**src/rtl/pidc_pkg.sv**
```systemverilog
`timescale 1ns / 1ps
// ----------------------------------------------------------------------------
// pidc_pkg
// Types and constants shared by the PID controller with integral clamp.
// ----------------------------------------------------------------------------
package pidc_pkg;

   localparam int TGT_W      = 16;   // setpoint, whole lux
   localparam int MEAS_W     = 24;   // measured level, Q16.8
   localparam int DT_W       = 20;   // elapsed time, Q12.8 ms
   localparam int GAIN_W     = 32;   // gains, unsigned
   localparam int LIM_W      = 39;   // integral clamp magnitude
   localparam int ERR_W      = 26;   // signed error, Q.8
   localparam int EMAG_W     = 25;   // error magnitude
   localparam int DE_W       = 27;   // signed error difference
   localparam int INTG_W     = 40;   // signed integral, Q.8 lux*ms
   localparam int SUM_W      = 41;   // integral before clamping
   localparam int DMAG_W     = 34;   // derivative dividend / quotient magnitude
   localparam int CHUNK_W    = 20;   // multiplier A operand
   localparam int PROD_W     = CHUNK_W + GAIN_W;
   localparam int IPROD_W    = EMAG_W + DT_W;   // |error| * elapsed
   localparam int ACC_W      = 74;   // output accumulator, signed
   localparam int DRIVE_W    = 32;
   localparam int CSR_IDX_W  = 3;
   localparam int CSR_DATA_W = 39;

   localparam logic [CSR_IDX_W-1:0] CSR_TARGET_LEVEL   = 3'd0;
   localparam logic [CSR_IDX_W-1:0] CSR_GAIN_P         = 3'd1;
   localparam logic [CSR_IDX_W-1:0] CSR_GAIN_I         = 3'd2;
   localparam logic [CSR_IDX_W-1:0] CSR_GAIN_D         = 3'd3;
   localparam logic [CSR_IDX_W-1:0] CSR_INTEGRAL_LIMIT = 3'd4;

   localparam logic [LIM_W-1:0] LIMIT_RESET = 39'd25600000;

   typedef struct packed {
      logic [MEAS_W-1:0] measured_level;
      logic [DT_W-1:0]   elapsed_ms;
   } req_type;

   typedef struct packed {
      logic signed [DRIVE_W-1:0] drive_value;
      logic                      integral_clamped;
   } rsp_type;

endpackage

```
**src/rtl/pid_with_integral_clamp.sv**
```systemverilog
`timescale 1ns / 1ps
// ----------------------------------------------------------------------------
// pid_with_integral_clamp
// PID controller step with derivative divider and clamped integral.
// ----------------------------------------------------------------------------
// A request passes through a prepare state, the 34-step restoring divider
// that forms the derivative magnitude (skipped when elapsed_ms is zero), then
// the single shared 20x32 multiplier, which produces the error*time product
// and six gain partial products, each taking a multiply state and an
// accumulate state, with the integral clamp after the first. A new request is
// taken only once the previous result is loaded into the output register,
// which waits on rsp_ready. A finished result sits in the output register
// while the next request is already accepted.
module pid_with_integral_clamp
   import pidc_pkg::*;
#(
   parameter int GAIN_FRAC_BITS = 24
) (
   input  logic                  clock,
   input  logic                  reset,
   input  logic                  req_valid,
   output logic                  req_ready,
   input  req_type               req_data,
   output logic                  rsp_valid,
   input  logic                  rsp_ready,
   output rsp_type               rsp_data,
   input  logic                  csr_valid,
   output logic                  csr_ready,
   input  logic [CSR_IDX_W-1:0]  csr_index,
   input  logic [CSR_DATA_W-1:0] csr_wdata
);

   localparam logic [GAIN_W-1:0] GAIN_P_RESET = GAIN_W'(64'd1 << GAIN_FRAC_BITS);
   localparam logic [GAIN_W-1:0] GAIN_I_RESET =
      GAIN_W'((64'd1 << GAIN_FRAC_BITS) / 100);
   localparam logic [GAIN_W-1:0] GAIN_D_RESET =
      GAIN_W'((64'd1 << GAIN_FRAC_BITS) / 1000);

   localparam logic [2:0] ST_IDLE  = 3'd0;
   localparam logic [2:0] ST_PREP  = 3'd1;
   localparam logic [2:0] ST_DIV   = 3'd2;
   localparam logic [2:0] ST_MUL   = 3'd3;
   localparam logic [2:0] ST_ACC   = 3'd4;
   localparam logic [2:0] ST_CLAMP = 3'd5;
   localparam logic [2:0] ST_OUT   = 3'd6;

   localparam logic [2:0] STEP_INTEG = 3'd0;
   localparam logic [2:0] STEP_LAST  = 3'd6;
   localparam logic [5:0] DIV_LAST   = 6'(DMAG_W - 1);

   // configuration
   logic [TGT_W-1:0]  target_ff;
   logic [GAIN_W-1:0] gain_p_ff, gain_i_ff, gain_d_ff;
   logic [LIM_W-1:0]  lim_ff;

   // controller state
   logic signed [ERR_W-1:0]  prev_ff;
   logic signed [INTG_W-1:0] intg_ff;

   // working registers
   logic [2:0]               state_ff;
   logic [2:0]               step_ff;
   logic [5:0]               cnt_ff;
   logic [DT_W-1:0]          dt_ff;
   logic signed [ERR_W-1:0]  err_ff;
   logic [EMAG_W-1:0]        err_mag_ff;
   logic                     err_neg_ff;
   logic [DMAG_W-1:0]        div_q_ff;
   logic [DT_W-1:0]          rem_ff;
   logic                     der_neg_ff;
   logic signed [SUM_W-1:0]  sum_ff;
   logic [INTG_W-1:0]        sum_mag_ff;
   logic                     sum_neg_ff;
   logic                     clamp_ff;
   logic [PROD_W-1:0]        prod_ff;
   logic signed [ACC_W-1:0]  acc_ff;
   logic                     rsp_valid_ff;
   rsp_type                  rsp_ff;

   // ---------------------------------------------------------------- datapath
   logic                     req_fire, csr_fire, out_load;
   logic signed [ERR_W-1:0]  err_in;
   logic signed [ERR_W-1:0]  err_abs;
   logic signed [DE_W-1:0]   de;
   logic signed [DE_W-1:0]   de_abs;
   logic [DMAG_W-1:0]        dmag;
   logic [DT_W:0]            trial;
   logic                     qbit;
   logic [CHUNK_W-1:0]       mul_a;
   logic [GAIN_W-1:0]        mul_b;
   logic                     term_neg;
   logic [ACC_W-1:0]         addend;
   logic signed [IPROD_W:0]  iprod;
   logic signed [IPROD_W:0]  iprod_sh;
   logic signed [SUM_W-1:0]  sum_in;
   logic signed [SUM_W-1:0]  lim_s;
   logic signed [SUM_W-1:0]  neg_lim_s;
   logic signed [SUM_W-1:0]  sum_abs;
   logic signed [ACC_W-1:0]  acc_sh;
   logic [DRIVE_W-1:0]       drive;

   assign req_fire  = req_valid && req_ready;
   assign csr_fire  = csr_valid && csr_ready;
   assign req_ready = (state_ff == ST_IDLE);
   assign csr_ready = 1'b1;
   assign out_load  = (state_ff == ST_OUT) && (!rsp_valid_ff || rsp_ready);
   assign rsp_valid = rsp_valid_ff;
   assign rsp_data  = rsp_ff;

   assign err_in  = $signed({2'b00, target_ff, 8'h00}) -
                    $signed({2'b00, req_data.measured_level});
   assign err_abs = err_ff[ERR_W-1] ? -err_ff : err_ff;
   assign de      = DE_W'(err_ff) - DE_W'(prev_ff);
   assign de_abs  = de[DE_W-1] ? -de : de;
   assign dmag    = {de_abs[DE_W-2:0], 8'h00};

   // one restoring divide step
   assign trial = {rem_ff, div_q_ff[DMAG_W-1]};
   assign qbit  = (trial >= {1'b0, dt_ff});

   // shared multiplier operand select
   always_comb begin
      mul_a    = '0;
      mul_b    = gain_p_ff;
      term_neg = 1'b0;
      unique case (step_ff)
         3'd0: begin
            mul_a = dt_ff;
            mul_b = GAIN_W'(err_mag_ff);
         end
         3'd1: begin
            mul_a    = err_mag_ff[CHUNK_W-1:0];
            term_neg = err_neg_ff;
         end
         3'd2: begin
            mul_a    = CHUNK_W'(err_mag_ff[EMAG_W-1:CHUNK_W]);
            term_neg = err_neg_ff;
         end
         3'd3: begin
            mul_a    = sum_mag_ff[CHUNK_W-1:0];
            mul_b    = gain_i_ff;
            term_neg = sum_neg_ff;
         end
         3'd4: begin
            mul_a    = sum_mag_ff[INTG_W-1:CHUNK_W];
            mul_b    = gain_i_ff;
            term_neg = sum_neg_ff;
         end
         3'd5: begin
            mul_a    = div_q_ff[CHUNK_W-1:0];
            mul_b    = gain_d_ff;
            term_neg = der_neg_ff;
         end
         3'd6: begin
            mul_a    = CHUNK_W'(div_q_ff[DMAG_W-1:CHUNK_W]);
            mul_b    = gain_d_ff;
            term_neg = der_neg_ff;
         end
         default: begin
            mul_a = '0;
         end
      endcase
   end

   // high chunks (even steps) land CHUNK_W bits up
   assign addend = step_ff[0] ? ACC_W'(prod_ff) : (ACC_W'(prod_ff) << CHUNK_W);

   // integral increment: floor((err*dt)/256)
   assign iprod    = err_neg_ff ? -$signed({1'b0, prod_ff[IPROD_W-1:0]})
                                :  $signed({1'b0, prod_ff[IPROD_W-1:0]});
   assign iprod_sh = iprod >>> 8;
   assign sum_in   = SUM_W'(intg_ff) + iprod_sh[SUM_W-1:0];

   assign lim_s     = $signed({2'b00, lim_ff});
   assign neg_lim_s = -lim_s;
   assign sum_abs   = sum_ff[SUM_W-1] ? -sum_ff : sum_ff;

   assign acc_sh = acc_ff >>> GAIN_FRAC_BITS;
   always_comb begin
      if ((&acc_sh[ACC_W-1:DRIVE_W-1]) || !(|acc_sh[ACC_W-1:DRIVE_W-1])) begin
         drive = acc_sh[DRIVE_W-1:0];
      end else if (acc_sh[ACC_W-1]) begin
         drive = {1'b1, {(DRIVE_W-1){1'b0}}};
      end else begin
         drive = {1'b0, {(DRIVE_W-1){1'b1}}};
      end
   end

   // ------------------------------------------------------------ registers
   always_ff @(posedge clock) begin
      if (reset) begin
         target_ff <= '0;
         gain_p_ff <= GAIN_P_RESET;
         gain_i_ff <= GAIN_I_RESET;
         gain_d_ff <= GAIN_D_RESET;
         lim_ff    <= LIMIT_RESET;
      end else if (csr_fire) begin
         unique case (csr_index)
            CSR_TARGET_LEVEL:   target_ff <= csr_wdata[TGT_W-1:0];
            CSR_GAIN_P:         gain_p_ff <= csr_wdata[GAIN_W-1:0];
            CSR_GAIN_I:         gain_i_ff <= csr_wdata[GAIN_W-1:0];
            CSR_GAIN_D:         gain_d_ff <= csr_wdata[GAIN_W-1:0];
            CSR_INTEGRAL_LIMIT: lim_ff    <= csr_wdata[LIM_W-1:0];
            default: ;
         endcase
      end
   end

   always_ff @(posedge clock) begin
      if (reset) begin
         state_ff     <= ST_IDLE;
         step_ff      <= STEP_INTEG;
         cnt_ff       <= '0;
         prev_ff      <= '0;
         intg_ff      <= '0;
         rsp_valid_ff <= 1'b0;
      end else begin
         if (out_load) begin
            rsp_valid_ff <= 1'b1;
         end else if (rsp_ready) begin
            rsp_valid_ff <= 1'b0;
         end

         unique case (state_ff)
            ST_IDLE: begin
               if (req_fire) begin
                  state_ff <= ST_PREP;
               end
            end
            ST_PREP: begin
               prev_ff  <= err_ff;
               step_ff  <= STEP_INTEG;
               cnt_ff   <= '0;
               state_ff <= (dt_ff != '0) ? ST_DIV : ST_MUL;
            end
            ST_DIV: begin
               cnt_ff <= cnt_ff + 6'd1;
               if (cnt_ff == DIV_LAST) begin
                  state_ff <= ST_MUL;
               end
            end
            ST_MUL: begin
               state_ff <= ST_ACC;
            end
            ST_ACC: begin
               if (step_ff == STEP_INTEG) begin
                  state_ff <= ST_CLAMP;
               end else if (step_ff == STEP_LAST) begin
                  state_ff <= ST_OUT;
               end else begin
                  step_ff  <= step_ff + 3'd1;
                  state_ff <= ST_MUL;
               end
            end
            ST_CLAMP: begin
               intg_ff <= (sum_ff > lim_s)     ? INTG_W'(lim_s) :
                          (sum_ff < neg_lim_s) ? INTG_W'(neg_lim_s) :
                                                 INTG_W'(sum_ff);
               step_ff  <= 3'd1;
               state_ff <= ST_MUL;
            end
            ST_OUT: begin
               if (out_load) begin
                  state_ff <= ST_IDLE;
               end
            end
            default: begin
               state_ff <= ST_IDLE;
            end
         endcase
      end
   end

   // payload / working registers, no reset
   always_ff @(posedge clock) begin
      if (req_fire) begin
         dt_ff  <= req_data.elapsed_ms;
         err_ff <= err_in;
      end

      if (state_ff == ST_PREP) begin
         err_mag_ff <= err_abs[EMAG_W-1:0];
         err_neg_ff <= err_ff[ERR_W-1];
         div_q_ff   <= (dt_ff != '0) ? dmag : '0;
         der_neg_ff <= de[DE_W-1] && (dt_ff != '0);
         rem_ff     <= '0;
         acc_ff     <= '0;
      end

      if (state_ff == ST_DIV) begin
         rem_ff   <= qbit ? DT_W'(trial - {1'b0, dt_ff}) : trial[DT_W-1:0];
         div_q_ff <= {div_q_ff[DMAG_W-2:0], qbit};
      end

      if (state_ff == ST_MUL) begin
         prod_ff <= mul_a * mul_b;
      end

      if (state_ff == ST_ACC) begin
         if (step_ff == STEP_INTEG) begin
            sum_ff <= sum_in;
         end else begin
            acc_ff <= term_neg ? (acc_ff - $signed(addend))
                               : (acc_ff + $signed(addend));
         end
      end

      if (state_ff == ST_CLAMP) begin
         if (sum_ff > lim_s) begin
            sum_mag_ff <= INTG_W'(lim_ff);
            sum_neg_ff <= 1'b0;
            clamp_ff   <= 1'b1;
         end else if (sum_ff < neg_lim_s) begin
            sum_mag_ff <= INTG_W'(lim_ff);
            sum_neg_ff <= 1'b1;
            clamp_ff   <= 1'b1;
         end else begin
            sum_mag_ff <= sum_abs[INTG_W-1:0];
            sum_neg_ff <= sum_ff[SUM_W-1];
            clamp_ff   <= 1'b0;
         end
      end

      if (out_load) begin
         rsp_ff.drive_value      <= $signed(drive);
         rsp_ff.integral_clamped <= clamp_ff;
      end
   end

`ifndef SYNTHESIS
   a_accept_starts: assert property (@(posedge clock) disable iff (reset)
      req_fire |=> state_ff == ST_PREP)
      else $error("accepted request did not start processing");

   a_integral_bounded: assert property (@(posedge clock) disable iff (reset)
      state_ff == ST_CLAMP |=> (SUM_W'(intg_ff) <= lim_s && SUM_W'(intg_ff) >= neg_lim_s))
      else $error("integral outside clamp limit");

   a_clamp_mag: assert property (@(posedge clock) disable iff (reset)
      state_ff == ST_CLAMP |=> (!clamp_ff || sum_mag_ff == INTG_W'(lim_ff)))
      else $error("clamped integral magnitude differs from limit");

   a_div_rem: assert property (@(posedge clock) disable iff (reset)
      state_ff == ST_DIV |-> rem_ff < dt_ff)
      else $error("divider remainder not below divisor");

   a_rsp_source: assert property (@(posedge clock) disable iff (reset)
      $rose(rsp_valid_ff) |-> $past(state_ff) == ST_OUT)
      else $error("response raised outside output state");
`endif

endmodule
```
**config.mk**
```make
export PLATFORM = sky130hd
export DESIGN_NAME = pid_with_integral_clamp
export DESIGN_NICKNAME = d
export VERILOG_FILES = /design/src/rtl/pidc_pkg.sv /design/src/rtl/pid_with_integral_clamp.sv
export SDC_FILE = /design/constraint.sdc
export NUM_CORES = 2
export LEC_CHECK = 0
export BUFFER_PORTS_ARGS = -buffer_cell sky130_fd_sc_hd__buf_4
export CAP_MARGIN = 20
export CORE_MARGIN = 10
export CORE_UTILIZATION = 35
export CTS_BUF_LIST = sky130_fd_sc_hd__clkbuf_8
export DETAILED_ROUTE_END_ITERATION = 6
export SYNTH_ARGS = -nofsm -noshare
export SYNTH_HDL_FRONTEND = slang
export SYNTH_SLANG_ARGS = --single-unit
export TNS_END_PERCENT = 10
```
**constraint.sdc**
```tcl
create_clock -name clock -period 16.8 [get_ports clock]
set_input_delay 1.68 -clock clock [delete_from_list [all_inputs] [get_ports clock]]
set_output_delay 1.68 -clock clock [all_outputs]
set_load 0.02 [all_outputs]
```
Yosys cells after proc, flatten, opt, wreduce, memory -nomap -nowiden
Cells that the tools add are included.
{"block": "classes", "add_sub_neg": 13, "n_mul": 1, "order_cmp": 3, "eq_ne": 22, "mux": 39, "n_reduce_logical": 28}
{"operator": "74-bit two-way mux", "n": 4}
{"operator": "20-bit one-hot mux with 7 select lines", "n": 1}
{"operator": "40-bit two-way mux", "n": 3}
{"operator": "34-bit two-way mux", "n": 3}
{"operator": "32-bit one-hot mux with 3 select lines", "n": 1}
{"operator": "39-bit two-way mux", "n": 2}
{"operator": "74-bit by 73-bit adder with 74-bit output", "n": 1}
{"operator": "74-bit by 73-bit subtractor with 74-bit output", "n": 1}
{"operator": "72-bit two-way mux", "n": 1}
{"operator": "32-bit two-way mux", "n": 2}
{"operator": "20-bit two-way mux", "n": 3}
{"operator": "20-bit by 32-bit multiplier with 52-bit output", "n": 1}
{"operator": "46-bit two-way mux", "n": 1}
{"operator": "45-bit negation with 46-bit output", "n": 1}
{"operator": "40-bit by 38-bit adder with 41-bit output", "n": 1}
{"operator": "41-bit by 40-bit > comparator with 1-bit output", "n": 1}
{"operator": "41-bit < comparator", "n": 1}
{"operator": "39-bit negation with 41-bit output", "n": 1}
{"operator": "40-bit negation", "n": 1}
{"operator": "26-bit two-way mux", "n": 1}
{"operator": "26-bit negation", "n": 1}
{"operator": "25-bit by 25-bit subtractor with 26-bit output", "n": 1}
{"operator": "25-bit two-way mux", "n": 1}
{"operator": "25-bit negation", "n": 1}
{"operator": "other kinds (29)", "n": 71}
{"block": "totals", "register_bits": 597, "out_inout_bits": 36}

Depth between registers and ports, before layout
{"block": "logic_depth", "ltp_word": 6, "ltp_mapped": 39}

Worst setup path after synthesis
No wires, ideal clock.
{"block": "synth_timing", "path_type": "register to register", "start": "register step_ff[0]", "end": "register prod_ff[42], data pin", "setup_ns": 0.260, "t_arrival_ns": 9.740, "setup_slack_ns": 6.800, "stages_incl_launch_ff": 37, "path_buffers": 7, "synth_period_minus_slack_ns": 10.000, "path_cell_list": "dfxtp_1 > clkbuf_1 > inv_1 > clkbuf_1 > clkbuf_1 > ha_1 > clkbuf_1 > nor2b_1 > clkbuf_1 > nor3_1 > clkbuf_1 > nand2_1 > nand2_1 > clkbuf_1 > nand2_1 > fa_1 > inv_1 > fa_1 > inv_1 > fa_1 > inv_1 > fa_1 > fa_1 > fa_1 > inv_1 > fa_1 > inv_1 > ha_1 > a21oi_1 > o21ai_0 > or4b_2 > o21a_1 > a31o_2 > a311oi_1 > o21ai_0 > a21oi_1 > xnor2_1"}
{"block": "synth_between", "elab_chain_len": 4}
{"element": "from (decl)", "line_no": "pid_with_integral_clamp.sv:62", "source": "logic [2:0] step_ff;"}
{"element": "from (signal assigned)", "line_no": "pid_with_integral_clamp.sv:251", "source": "step_ff <= step_ff + 3'd1;"}
{"element": "3-bit equality test or 3-bit by 2-bit equality test with 1-bit output (tied branches)", "line_no": "pid_with_integral_clamp.sv:126", "source": "unique case (step_ff)"}
{"element": "2-bit OR reduction (no source line)"}
{"element": "32-bit one-hot mux with 3 select lines", "line_no": "pid_with_integral_clamp.sv:126"}
{"element": "20-bit by 32-bit multiplier with 52-bit output (*)", "line_no": "pid_with_integral_clamp.sv:296", "source": "prod_ff <= mul_a * mul_b;"}
{"element": "to (signal assigned)", "line_no": "pid_with_integral_clamp.sv:296"}
{"element": "to (decl)", "line_no": "pid_with_integral_clamp.sv:75", "source": "logic [PROD_W-1:0] prod_ff;"}
Every way passes the cells marked *; elsewhere a longest branch is shown, timed or not.
A chain may end at the register's enable or synchronous reset.

Worst setup path in the final report
Same ends and word-level chain as after synthesis.

==> flow_metrics.tcl <==
set metrics [dict create \
    vias 53300 \
    firstDrtPassIters 7 \
    syn_area_um2 61000 \
    pin_count 127 \
    synthFlopType "dfxtp_1" \
    fillerInstances 17800 \
    synth_top_area_share_pct 17.7 \
    crit_family "adder cells" \
    pre_cts_ws_ns 5.55 \
    drc 6 \
    slew_headroom_pct 19.6 \
    busiest_layer "met2" \
    arrival_ns 11.96 \
    min_path_type "flop to flop" \
    cp-start-kind "flop" \
    htree_levels 3 \
    violations "design-rule violations" \
    die_y_um 437 \
    antenna_left 0 \
    period_share_pct 67.3 \
    coreArea_um2 174000 \
    insertion_delay_ns 0.89 \
    post-cts-setup-buffers 0 \
    setup-tns-final_ns 0 \
    synth_seq_area_share_pct 24.4 \
    cts_tree "built" \
    grt_max_degree 103 \
    outcome "finished with violations" \
    avgViaCountPerCell 5.52 \
    period_needed_ns 11.31 \
    port_buffers 125 \
    drv_slew 0 \
    die_w_um 437 \
    drive_gt1_share_pct 6.61 \
    rsz0062_at_grt "false" \
    gp_congestion 0.978 \
    area_growth_pct 9.02 \
    max-cap-violations 0 \
    async_flop_share_pct 0 \
    grt.overflow.total 0 \
    nets 8293 \
    skew_ns 0.0718 \
    grtUsageMet2_pct 33.7 \
    grt_use_total_pct 21.6 \
    grt_pass1_vias 51800 \
    yosys_warnings 0 \
    synthesis.nets 8371 \
    syn_inst 7312 \
    synth.most_common_cell "nand2_1" \
    numCtsBuffers 107 \
    cts_resized 0 \
    drtIter0Drc 5188 \
    cpMostUsedCell "fa_1" \
    final_hold_viol_count 0 \
    setup_violations 0 \
    ff2ff_setup_slack_ns 5.49 \
    synth_seq_cells 597 \
    slowest_delay_ns 0.86 \
    dieArea_um2 191000 \
    critPathMaxFanout 68 \
    postCtsHoldBufs 0 \
    initial_utilization_pct 35.1 \
    worstSetupPathType "flop to flop" \
    met1_usage_pct 29.1 \
    synth_top_area_cell "fa_1" \
    clock_path_buffers 3 \
    dp_hpwl_um 167000 \
    std_cell_rows 153 \
    drt_wl_total_um 214000 \
    synthTopCellsByCount "1193 x nand2_1, 833 x inv_1, 540 x fa_1" \
    clk_transition_reported_paths_ns 0.09 \
    fmax_mhz 88.4 \
    worst_slew_pin_slew_ns 1.18 \
    worstSetupEndpointType "flop" \
    antenna_found_initial 10 \
    post-route-util_pct 38.3 \
    globalRouteMet3Util_pct 4.11 \
    synth.area.top_cells "fa_1 18%, edfxtp_1 14%, dfxtp_1 9.9%" \
    cp_slowest_cell "ha_1" \
    cts.sinks 597 \
    synth_edf_count 294 \
    fin_ws_ns 5.49 \
    syn_area_per_cell_um2 8.34 \
    grt_pass1_wl_um 322000 \
    cp_data_required_time_ns 17.45 \
    cts_root_buf "clkbuf_8" \
    synth_cell_type_count 88 \
    path_buf_inv 7 \
    wl_per_cell_um 22.2 \
]
cell type report:
type / count / area (um^2) / area share [%]
Antenna cell: 6 / 15.0 / 0.0226
Tap cell: 2325 / 2910 / 4.37
Timing Repair Buffer: 221 / 1670 / 2.51
Inverter: 838 / 3150 / 4.73
Clock buffer: 114 / 1570 / 2.36
Clock inverter: 86 / 696 / 1.05
Multi-Input combinational cell: 5469 / 41600 / 62.6
Sequential cell: 597 / 14900 / 22.4
layer usage:
layer,vias to the layer above,routed length (um)
li1,24600,-
met1,25900,92600
met2,2346,94400
met3,437,17100
met4,8,9970
met5,-,59
registers in the layout, indices dropped and copies added, names as in the netlist, 32 cells and up:
register,flops
prod_ff,52
gain_i_ff,32
acc_ff,74
lim_ff,39
gain_p_ff,32
sum_ff,41
gain_d_ff,32
sum_mag_ff,40
intg_ff,40
rsp_data,33
div_q_ff,34
worst paths after layout:
check             startpoint  cells after the start          end
hold reg to reg     clamp_ff                      0  rsp_data[0]
setup / recovery  step_ff[0]                     30  prod_ff[42]
setup reg to reg  step_ff[0]                     30  prod_ff[42]
hold / removal      clamp_ff                      0  rsp_data[0]
placed cells by master (no fill, tap or decap), types with 43 or more instances in the layout:
cell type / n
inv_1: 860
a22oi_1: 43
nor2b_1: 48
a21o_1: 185
o21ai_0: 339
buf_4: 219
clkbuf_8: 114
and2_1: 51
nor2_1: 507
nand3_1: 150
o31ai_1: 73
mux2i_1: 77
ha_1: 428
edfxtp_1: 294
nor3_1: 108
xnor2_1: 307
dfxtp_1: 302
nor4_1: 46
xor2_1: 90
nand2_1: 1192
fa_1: 540
nand4_1: 82
o21a_1: 54
a31oi_1: 43
a21oi_1: 463
through the flow:
stage / area (um^2) / hold WS [ns] / instances
2_1_floorplan: 61000 / 0.400 / 7312
3_3_place_gp: 64200 / 0.414 / 9449
3_5_place_dp: 64200 / 0.411 / 9449
4_1_cts: 66500 / 0.442 / 9649
5_1_grt: 66500 / 0.446 / 9656
6_report: 66500 / 0.439 / 9656
cells by family (layout without fill, tap and decap cells):
logic type / after synthesis / after routing / share of synthesized area [%]
other: 1 / 7 / 0.00615
flip-flops: 597 / 597 / 24.4
XOR/XNOR: 397 / 397 / 5.70
adder cells (fa/ha/maj): 968 / 968 / 26.5
AND/OR/NAND/NOR: 2445 / 2445 / 17.9
AO/OA/AOI/OAI: 1561 / 1561 / 16.2
multiplexers: 97 / 97 / 1.63
buffers and inverters: 1246 / 1259 / 7.69
Power is not shown: default switching activity piles up to over one toggle a cycle in this logic, so the estimate is an artifact.
